## config.mk

```make
export PLATFORM = sky130hd
export DESIGN_NAME = hbridge_voltage_to_pwm_top
export DESIGN_NICKNAME = d
export VERILOG_FILES = /design/src/hdl/hbv2p_pkg.sv /design/src/hdl/hbv2p_div.sv /design/src/hdl/hbridge_voltage_to_pwm_top.sv
export SDC_FILE = /design/constraint.sdc
export NUM_CORES = 2
export LEC_CHECK = 0
export BUFFER_PORTS_ARGS = -buffer_cell sky130_fd_sc_hd__buf_4
export CORE_MARGIN = 5
export CORE_UTILIZATION = 40
export DETAILED_ROUTE_END_ITERATION = 7
export GPL_TIMING_DRIVEN = 0
export REMOVE_ABC_BUFFERS = 1
export SYNTH_ARGS = -nofsm -noshare
export SYNTH_HDL_FRONTEND = slang
export SYNTH_SLANG_ARGS = --single-unit
export TNS_END_PERCENT = 10
```

## constraint.sdc

```tcl
create_clock -name clock -period 12.75 [get_ports clock]
set_clock_uncertainty 0.1 [all_clocks]
set_input_delay 2.55 -clock clock [delete_from_list [all_inputs] [get_ports clock]]
set_output_delay 2.55 -clock clock [all_outputs]
set_load 0.005 [all_outputs]
```

## src/hdl/hbv2p_pkg.sv

```systemverilog
// ----------------------------------------------------------------------------
// H-bridge drive package
// Widths, register indexes, reset values and the sideband that rides
// along with a command through the duty pipeline.
// ----------------------------------------------------------------------------
package hbv2p_pkg;

   localparam int CmdW         = 16;
   localparam int VoltW        = 15;
   localparam int DutyW        = 16;
   localparam int ProdW        = VoltW + DutyW;
   localparam int BitsPerStage = 2;
   localparam int DivStages    = DutyW / BitsPerStage;

   localparam logic [1:0] RegMode = 2'd0;
   localparam logic [1:0] RegMax  = 2'd1;
   localparam logic [1:0] RegMin  = 2'd2;
   localparam logic [1:0] RegPwm  = 2'd3;

   localparam logic [VoltW-1:0] MaxVoltReset = 15'd11500;
   localparam logic [VoltW-1:0] MinVoltReset = 15'd50;
   localparam logic [DutyW-1:0] PwmFullReset = 16'd1000;

   typedef struct packed {
      logic dir_a;
      logic dir_b;
      logic sel_a;
      logic sel_b;
   } side_type;

endpackage

```

## src/hdl/hbv2p_div.sv

```systemverilog
// ----------------------------------------------------------------------------
// Pipelined restoring divider
// Divides the magnitude-times-full-scale product by the saturation voltage,
// a fixed number of quotient bits per register stage.
// ----------------------------------------------------------------------------
module hbv2p_div
   import hbv2p_pkg::*;
(
   input  logic             clock,
   input  logic             reset,
   input  logic             in_valid,
   input  logic [ProdW-1:0] in_dividend,
   input  logic [VoltW-1:0] divisor,
   input  side_type         in_side,
   output logic             out_valid,
   output logic [DutyW-1:0] out_quot,
   output side_type         out_side
);

   logic [DivStages-1:0] valid_ff;
   logic [VoltW-1:0]     rem_ff  [DivStages];
   logic [DutyW-1:0]     low_ff  [DivStages];
   logic [DutyW-1:0]     quot_ff [DivStages];
   side_type             side_ff [DivStages];

   // The partial remainder always stays below the divisor, so it fits in VoltW bits.
   function automatic logic [VoltW:0] div_step(input logic [VoltW-1:0] rem,
                                               input logic din,
                                               input logic [VoltW-1:0] d);
      logic [VoltW:0] t;
      logic [VoltW:0] diff;
      t    = {rem, din};
      diff = t - {1'b0, d};
      if (t >= {1'b0, d}) begin
         div_step = {1'b1, diff[VoltW-1:0]};
      end else begin
         div_step = {1'b0, t[VoltW-1:0]};
      end
   endfunction

   for (genvar s = 0; s < DivStages; s++) begin : g_stage
      logic [VoltW-1:0] rem_src;
      logic [DutyW-1:0] low_src;
      logic [DutyW-1:0] quot_src;
      logic             valid_src;
      side_type         side_src;
      logic [VoltW-1:0] rem_in;
      logic [DutyW-1:0] low_in;
      logic [DutyW-1:0] quot_in;

      if (s == 0) begin : g_first
         assign rem_src   = in_dividend[ProdW-1:DutyW];
         assign low_src   = in_dividend[DutyW-1:0];
         assign quot_src  = '0;
         assign valid_src = in_valid;
         assign side_src  = in_side;
      end else begin : g_next
         assign rem_src   = rem_ff[s-1];
         assign low_src   = low_ff[s-1];
         assign quot_src  = quot_ff[s-1];
         assign valid_src = valid_ff[s-1];
         assign side_src  = side_ff[s-1];
      end

      always_comb begin
         logic [VoltW:0] st;
         rem_in  = rem_src;
         low_in  = low_src;
         quot_in = quot_src;
         for (int j = 0; j < BitsPerStage; j++) begin
            st      = div_step(rem_in, low_in[DutyW-1], divisor);
            quot_in = {quot_in[DutyW-2:0], st[VoltW]};
            rem_in  = st[VoltW-1:0];
            low_in  = {low_in[DutyW-2:0], 1'b0};
         end
      end

      always_ff @(posedge clock) begin
         if (reset) begin
            valid_ff[s] <= 1'b0;
         end else begin
            valid_ff[s] <= valid_src;
         end
         rem_ff[s]  <= rem_in;
         low_ff[s]  <= low_in;
         quot_ff[s] <= quot_in;
         side_ff[s] <= side_src;
      end
   end

   assign out_valid = valid_ff[DivStages-1];
   assign out_quot  = quot_ff[DivStages-1];
   assign out_side  = side_ff[DivStages-1];

endmodule

```

## src/hdl/hbridge_voltage_to_pwm_top.sv

```systemverilog
// ----------------------------------------------------------------------------
// H-bridge voltage to PWM drive
// The command passes the s0, s1, s2 and eight divider stages before the registered strobe.
// Throughput: one command per cycle; busy is never raised and the receiver cannot stall.
// Most of the depth is the divider, two quotient bits per stage over eight stages.
// Reset restores the default registers and empties the pipeline at once.
// ----------------------------------------------------------------------------
module hbridge_voltage_to_pwm_top
   import hbv2p_pkg::*;
(
   input  logic                    clock,
   input  logic                    reset,
   input  logic                    start,
   output logic                    busy,
   input  logic signed [CmdW-1:0]  req_volt_cmd_mv,
   input  logic                    csr_wr_en,
   input  logic [1:0]              csr_index,
   input  logic [DutyW-1:0]        csr_wdata,
   output logic                    rsp_strobe,
   output logic                    rsp_dir_a,
   output logic                    rsp_dir_b,
   output logic [DutyW-1:0]        rsp_compare_a,
   output logic [DutyW-1:0]        rsp_compare_b
);

   logic             mode_ff;
   logic [VoltW-1:0] max_ff;
   logic [VoltW-1:0] min_ff;
   logic [DutyW-1:0] pwm_ff;

   logic                   s0_valid_ff;
   logic signed [CmdW-1:0] s0_cmd_ff;

   logic             s1_valid_ff;
   logic [VoltW-1:0] s1_mag_ff;
   logic [VoltW-1:0] s1_mag_in;
   side_type         s1_side_ff;
   side_type         s1_side_in;

   logic             s2_valid_ff;
   logic [ProdW-1:0] s2_prod_ff;
   side_type         s2_side_ff;

   logic             div_valid;
   logic [DutyW-1:0] div_quot;
   side_type         div_side;

   logic signed [CmdW:0] cmd_x;
   logic signed [CmdW:0] vmax_x;
   logic signed [CmdW:0] vmin_x;
   logic signed [CmdW:0] clamped;
   logic signed [CmdW:0] abs_val;

   assign busy = 1'b0;

   always_ff @(posedge clock) begin
      if (reset) begin
         mode_ff <= 1'b0;
         max_ff  <= MaxVoltReset;
         min_ff  <= MinVoltReset;
         pwm_ff  <= PwmFullReset;
      end else if (csr_wr_en) begin
         case (csr_index)
            RegMode: mode_ff <= csr_wdata[0];
            RegMax:  max_ff  <= csr_wdata[VoltW-1:0];
            RegMin:  min_ff  <= csr_wdata[VoltW-1:0];
            RegPwm:  pwm_ff  <= csr_wdata;
            default: ;
         endcase
      end
   end

   always_ff @(posedge clock) begin
      if (reset) begin
         s0_valid_ff <= 1'b0;
      end else begin
         s0_valid_ff <= start & ~busy;
      end
      s0_cmd_ff <= req_volt_cmd_mv;
   end

   // Clamp to the saturation voltage and decide the pins and channel routing.
   always_comb begin
      cmd_x  = {s0_cmd_ff[CmdW-1], s0_cmd_ff};
      vmax_x = $signed({2'b00, max_ff});
      vmin_x = $signed({2'b00, min_ff});
      clamped = cmd_x;
      if (cmd_x > vmax_x) begin
         clamped = vmax_x;
      end else if (cmd_x < -vmax_x) begin
         clamped = -vmax_x;
      end
      abs_val   = (clamped < 0) ? -clamped : clamped;
      s1_mag_in = abs_val[VoltW-1:0];
      if (!mode_ff) begin
         s1_side_in.dir_a = (cmd_x > vmin_x);
         s1_side_in.dir_b = ~(cmd_x > vmin_x) & (cmd_x < -vmin_x);
         s1_side_in.sel_a = (max_ff != '0);
         s1_side_in.sel_b = 1'b0;
      end else begin
         s1_side_in.dir_a = 1'b0;
         s1_side_in.dir_b = 1'b0;
         s1_side_in.sel_a = (max_ff != '0) & (clamped > vmin_x);
         s1_side_in.sel_b = (max_ff != '0) & (clamped < -vmin_x);
      end
   end

   always_ff @(posedge clock) begin
      if (reset) begin
         s1_valid_ff <= 1'b0;
         s2_valid_ff <= 1'b0;
      end else begin
         s1_valid_ff <= s0_valid_ff;
         s2_valid_ff <= s1_valid_ff;
      end
      s1_mag_ff  <= s1_mag_in;
      s1_side_ff <= s1_side_in;
      s2_prod_ff <= ProdW'(s1_mag_ff * pwm_ff);
      s2_side_ff <= s1_side_ff;
   end

   hbv2p_div u_div (
      .clock       (clock),
      .reset       (reset),
      .in_valid    (s2_valid_ff),
      .in_dividend (s2_prod_ff),
      .divisor     (max_ff),
      .in_side     (s2_side_ff),
      .out_valid   (div_valid),
      .out_quot    (div_quot),
      .out_side    (div_side)
   );

   always_ff @(posedge clock) begin
      if (reset) begin
         rsp_strobe <= 1'b0;
      end else begin
         rsp_strobe <= div_valid;
      end
      rsp_dir_a     <= div_side.dir_a;
      rsp_dir_b     <= div_side.dir_b;
      rsp_compare_a <= div_side.sel_a ? div_quot : '0;
      rsp_compare_b <= div_side.sel_b ? div_quot : '0;
   end

endmodule

```

== Word-level counts from Yosys, hierarchy flattened ==
Memory sizes are Yosys's and may differ from the RTL's.
Index checks and enable logic that the tools add are counted.
Widths: inputs -> output; s select.

* Bits in registers: 163
* Bits in writable memories: 392
* Bits of input ports: 38
* Output and inout bits: 36
* Memories: 4

* Add/sub/neg operators: 19
* $mul: 1
* $lt $le $gt $ge: 23
* Equality and inequality tests: 3
* Muxes and demuxes: 20
* Bitwise gates (word level): 4
* Reduce and logical (&&, ||, !) cells: 6

{| class="wikitable"
|+ Memory list
! name !! depth !! bits a word !! read ports !! clocked after memory_dff !! wr ports !! line !! source
|-
| u_div.quot_ff || 8 || 16 || 8 || 0 || 8 || hbv2p_div.sv:23 || <nowiki>logic [DutyW-1:0] quot_ff [DivStages];</nowiki>
|-
| u_div.rem_ff || 8 || 15 || 7 || 0 || 8 || hbv2p_div.sv:21 || <nowiki>logic [VoltW-1:0] rem_ff [DivStages];</nowiki>
|-
| u_div.low_ff || 8 || 14 || 7 || 0 || 8 || hbv2p_div.sv:22 || <nowiki>logic [DutyW-1:0] low_ff [DivStages];</nowiki>
|-
| u_div.side_ff || 8 || 4 || 8 || 0 || 8 || hbv2p_div.sv:24 || <nowiki>side_type side_ff [DivStages];</nowiki>
|}

{| class="wikitable"
|+ Operators with widths
! cell !! count
|-
| $ge 16x15->1 || 16
|-
| $mux 16 || 16
|-
| $sub 15x15->15 || 16
|-
| $lt 16x17->1 || 2
|-
| $mux 17 || 2
|-
| $neg 15->17 || 2
|-
| $gt 16x16->1 || 2
|-
| $mul 15x16->31 || 1
|-
| $gt 17x16->1 || 1
|-
| $lt 17x1->1 const B || 1
|-
| $lt 17x17->1 || 1
|-
| $mux 15 || 1
|-
| $neg 15->15 || 1
|-
| $reduce_bool 15->1 || 1
|-
| $reduce_and 2->1 || 4
|-
| $eq 2x2->1 const B || 2
|-
| $and 1x1->1 || 3
|-
| $eq 2x1->1 const B || 1
|-
| $logic_not 2->1 || 1
|-
| $mux 2 || 1
|-
| $not 1->1 || 1
|}

== Logic depth before layout (Yosys ltp) ==
* Depth in word-level cells: 7
* Gate-level depth with buffers: 29
* Mapped depth without buffers: 27

== Cells and area by module ==
From an unflattened synthesis, not the netlist that was laid out.

* Cells, all modules: 3772
* Area total of the unflattened synthesis: 34092.7 sq um

{| class="wikitable"
|+ By module, submodules not included
! module !! instances !! cells an instance !! area an instance (sq um) !! seq. area each (sq um)
|-
| hbv2p_div || 1 || 2023 || 18647.9 || 5465.2
|-
| hbridge_voltage_to_pwm_top || 1 || 1749 || 15444.8 || 3103.0
|}

== Least setup slack after synthesis ==
No wires, ideal clock.

* Path type: register to register
* Start point: reg max_ff[1]
* End point: mem u_div.rem_ff[6][13] (netlist: u_div.rem_ff[3][13])
* Setup time: 0.121 ns
* Arrival time: 6.877 ns
* Setup slack: 5.652 ns
* Stages on the path, launching flop included: 28
* Period minus slack after synthesis: 7.098 ns
* Cell sequence: dfxtp_1 > inv_1 > fa_1 > a21o_1 > a21oi_1 > o21ai_0 > a21oi_1 > o21a_1 > o2111ai_1 > nand3_1 > and2_1 > clkbuf_1 > buf_1 > mux2_2 > fa_1 > nor2b_1 > o21ai_0 > a21boi_0 > o21a_1 > o21ai_0 > a21oi_1 > nor3_1 > o41ai_1 > nand2_1 > and2_0 > clkbuf_1 > clkbuf_1 > mux2_2

{| class="wikitable"
|+ RTL lines
! element !! line !! source
|-
| from (decl) || hbridge_voltage_to_pwm_top.sv:27 || <nowiki>logic [VoltW-1:0] max_ff;</nowiki>
|-
| from (signal assigned) || hbridge_voltage_to_pwm_top.sv:59 || <nowiki>max_ff <= MaxVoltReset;</nowiki>
|-
| from (signal assigned) || hbridge_voltage_to_pwm_top.sv:65 || <nowiki>RegMax: max_ff <= csr_wdata[VoltW-1:0];</nowiki>
|-
| to (decl) || hbv2p_div.sv:21 ||
|}

==> key figures <==
Logic synthesis
  • Post-Syn Area: 33000 sq um
  • Top FF cell, synth: dfxtp_1
  • Synthesized instance count: 3714
  • Post-synth ARST share: 0
  • Ys Warns: 0
  • Synth top area cells: dfxtp_1 26%, ha_1 16%, fa_1 12%
  • Area leader, netlist: dfxtp_1
  • EDFF count, synth: 0
  • Cell variety after synth: 89
  • Synthesized area per cell: 8.89 sq um
  • Sequential share of the synthesized area: 0.260
  • Number of synthesized register bits: 428
  • Post-synth top area share: 0.260

Setup path
  • Worst reg2reg startpoint: max_ff[1]$_SDFFE_PP0P_
  • Worst Path Arrival: 9.21 ns
  • CP Launch Type: register
  • Crit Path Max Fanout: 27
  • Critical setup path kind: reg -> reg
  • R2r setup slk: 3.89 ns
  • Reg2reg path depth: 21
  • Critical Path Sink Type: register
  • R2R Path End: s1_side_ff[1]$_DFF_P_
  • Worst Path Required: 13.10 ns

Clocking
  • Clk buf depth: 3
  • CTS resizes: 0
  • Post-CTS Setup Inserts: 0
  • CTS tree: done
  • CTS sink cnt: 428
  • Worst skew pair latency: 0.59 ns
  • CTS clock-pin slew for the worst setup and hold paths: 0.06 ns
  • H-tree levels: 2
  • Root Driver: clkbuf_16
  • CTS Buf Count: 46
  • Hold_buf cts: 0

Placement
  • Place WS: 3.41 ns
  • Detail Placement HPWL: 60000 um
  • Gpl congestion: 0.867
  • Port bufs: 72

Outcome
  • Outcome: finished, final reports clean

STA
  • Hold Fails Final Rpt: 0
  • Slew Viols, Final: 0
  • Setup-failing EPs final: 0
  • Setup TNS: 0 ns
  • Max-slew headroom: 0.0535
  • Fraction of the cycle the final worst path needs: 0.695
  • Maximum clock rate: 0.113 GHz
  • RSZ-0062 raised after global routing: false
  • Final setup margin: 3.89 ns
  • Final min period: 8.86 ns
  • Measured slew at the worst slew-check pin: 1.42 ns
  • Min Hold Slack: 0.201 ns

Cells and area
  • Layout cells sized above 1: 0.0803
  • Final #Nets: 4405
  • Most common cell after layout, fill and taps aside: dfxtp_1
  • Commonest non-fill, non-tap cells in the layout: 428 x dfxtp_1, 423 x ha_1, 410 x nand2_1, 388 x inv_1
  • Layout area overhead: 10.0%
  • Fill count: 8078
  • N_diodes: 0

Detailed routing
  • Post-DRT Antenna Nets: 0
  • Vias/cell: 5.30
  • Wire per inst: 16.3 um
  • Routed wire length: 79100 um
  • Drt pass-1 iters: 6
  • DRT iter0 DRCs: 1598
  • Remaining DRCs: 0
  • Via count: 25732

Floorplanning
  • Die W: 297 um
  • Initial Utilization: 0.403
  • CORE AREA: 82000 sq um
  • Die Ht: 297 um
  • FP Rows: 105
  • DIE AREA: 88400 sq um
  • Top Ports: 74

Global routing
  • Total Routing Usage GR: 0.176
  • Vias in the first global route: 24801
  • Antenna violations before repair: 3
  • GRT overflow: 0
  • First-pass GRT wire length: 129000 um
  • Largest net degree at the start of global routing: 60

Min path
  • Hold Crit Start: u_div.low_ff[0][1]$_DFF_P_
  • Hold endpoint: u_div.low_ff[0][17]$_DFF_P_
  • Worst Hold Depth: 0
  • Hold Crit Class: reg -> reg

Job
  • Max-Cap Viols: 0
## through the flow
| stage | cell area [sq um] | instances | util |
|---|---|---|---|
| floorplan | 32700 | 3624 | - |
| detailed placement | 34600 | 4771 | 0.422 |
| finish | 36300 | 4854 | 0.443 |
| global placement | 34500 | 4766 | 0.421 |
| global route | 36300 | 4854 | 0.443 |
| CTS | 36300 | 4854 | 0.443 |
## area by class of cell
class                           instances  area, sq um  share of cell area
Clock buffer                           54         1220              0.0336
Tap cell                             1070         1340              0.0369
Timing Repair Buffer                   77          613              0.0169
Multi-Input combinational cell       2801        22600               0.623
Clock inverter                         29          468              0.0129
Sequential cell                       428         8570               0.236
Inverter                              395         1480              0.0408
## kinds of logic after synthesis
kind of cell / share of synthesized area
and+or+nand+nor: 0.171
AOI/OAI and AO/OA: 0.141
adders and majority gates: 0.279
buffers and inverters: 0.0558
DFF: 0.260
xor gates and xnor gates: 0.0507
muxes: 0.0434
other: 0.000114
## critical path, stage by stage (launching register included)
cell      delay [ns]
dfxtp_1         0.70
inv_2           0.77
ha_1            0.37
or4b_1          0.65
or3_1           0.45
or3_1           0.43
nor2_1          0.34
ha_1            0.40
and4_1          0.22
and2_2          0.25
o211ai_1        0.10
a21oi_1         0.09
a31oi_4         0.39
mux2i_1         0.94
o21ai_0         0.22
a22oi_1         0.60
ha_1            0.23
nand2_1         0.10
nor4_1          0.42
o211ai_1        0.19
o311a_1         0.38
a211oi_1        0.39
## per-layer routing
| layer | part of all wire | routed length (um) | vias up | track usage |
|---|---|---|---|---|
| li1 | - | - | 12869 | - |
| met1 | 0.48 | 38300 | 12256 | 0.250 |
| met2 | 0.44 | 34700 | 513 | 0.281 |
| met3 | 0.053 | 4230 | 94 | 0.0277 |
| met4 | 0.025 | 1990 | 0 | 0.0436 |
| met5 | 0 | 0 | - | 0 |
## Yosys cell counts (all sizes together), types with 8 or more instances
cell and number:
nor2 196, and4 9, or4 8, o21bai 11
nand4 57, clkbuf 81, a31oi 15, and2 138
nor2b 47, o211ai 12, a21boi 47, xor2 55
mux2i 31, a211oi 16, o21ai 174, a21oi 186
nand3 75, and3 21, o21a 28, a311oi 16
nand2 411, nand2b 35, inv 394, a21o 58
or3 29, o2111ai 13, xnor2 136, a211o 17
dfxtp 428, or2 11, buf 9, mux2 99
nor4 18, fa 195, nand3b 13, o41ai 10
o31ai 33, nor3 72, ha 423, a2111oi 12
## sequential cells by signal, indices dropped and copies added, names as in the netlist
name,flops
rsp_dir_a,1
s0_cmd_ff,16
pwm_ff,16
u_div.rem_ff,105
s1_side_ff,4
rsp_compare_b,16
s2_side_ff,4
s2_valid_ff,1
u_div.low_ff,56
s0_valid_ff,1
rsp_compare_a,16
u_div.side_ff,32
rsp_strobe,1
min_ff,15
mode_ff,1
max_ff,15
rsp_dir_b,1
s1_valid_ff,1
u_div.out_valid,1
u_div.g_stage.valid_src,7
s2_prod_ff,31
s1_mag_ff,15
u_div.quot_ff,72
## how the worst max path moves through the flow
stage,from,to,slack (ns),cells after the start
global placement,max_ff[1]$_SDFFE_PP0P_,u_div.rem_ff[2][6]$_DFF_P_,2.79,23
CTS,max_ff[1]$_SDFFE_PP0P_,u_div.rem_ff[1][27]$_DFF_P_,3.44,23
floorplan,max_ff[1]$_SDFFE_PP0P_,u_div.rem_ff[2][10]$_DFF_P_,5.27,23
finish,max_ff[1]$_SDFFE_PP0P_,s1_side_ff[1]$_DFF_P_,3.89,21
detailed placement,max_ff[1]$_SDFFE_PP0P_,u_div.rem_ff[1][23]$_DFF_P_,3.41,23
global route,max_ff[1]$_SDFFE_PP0P_,s1_side_ff[1]$_DFF_P_,3.36,21
Power is left out: the tool's default activity adds up to more than one toggle a clock period on the data nets, which glitch-free logic cannot reach.
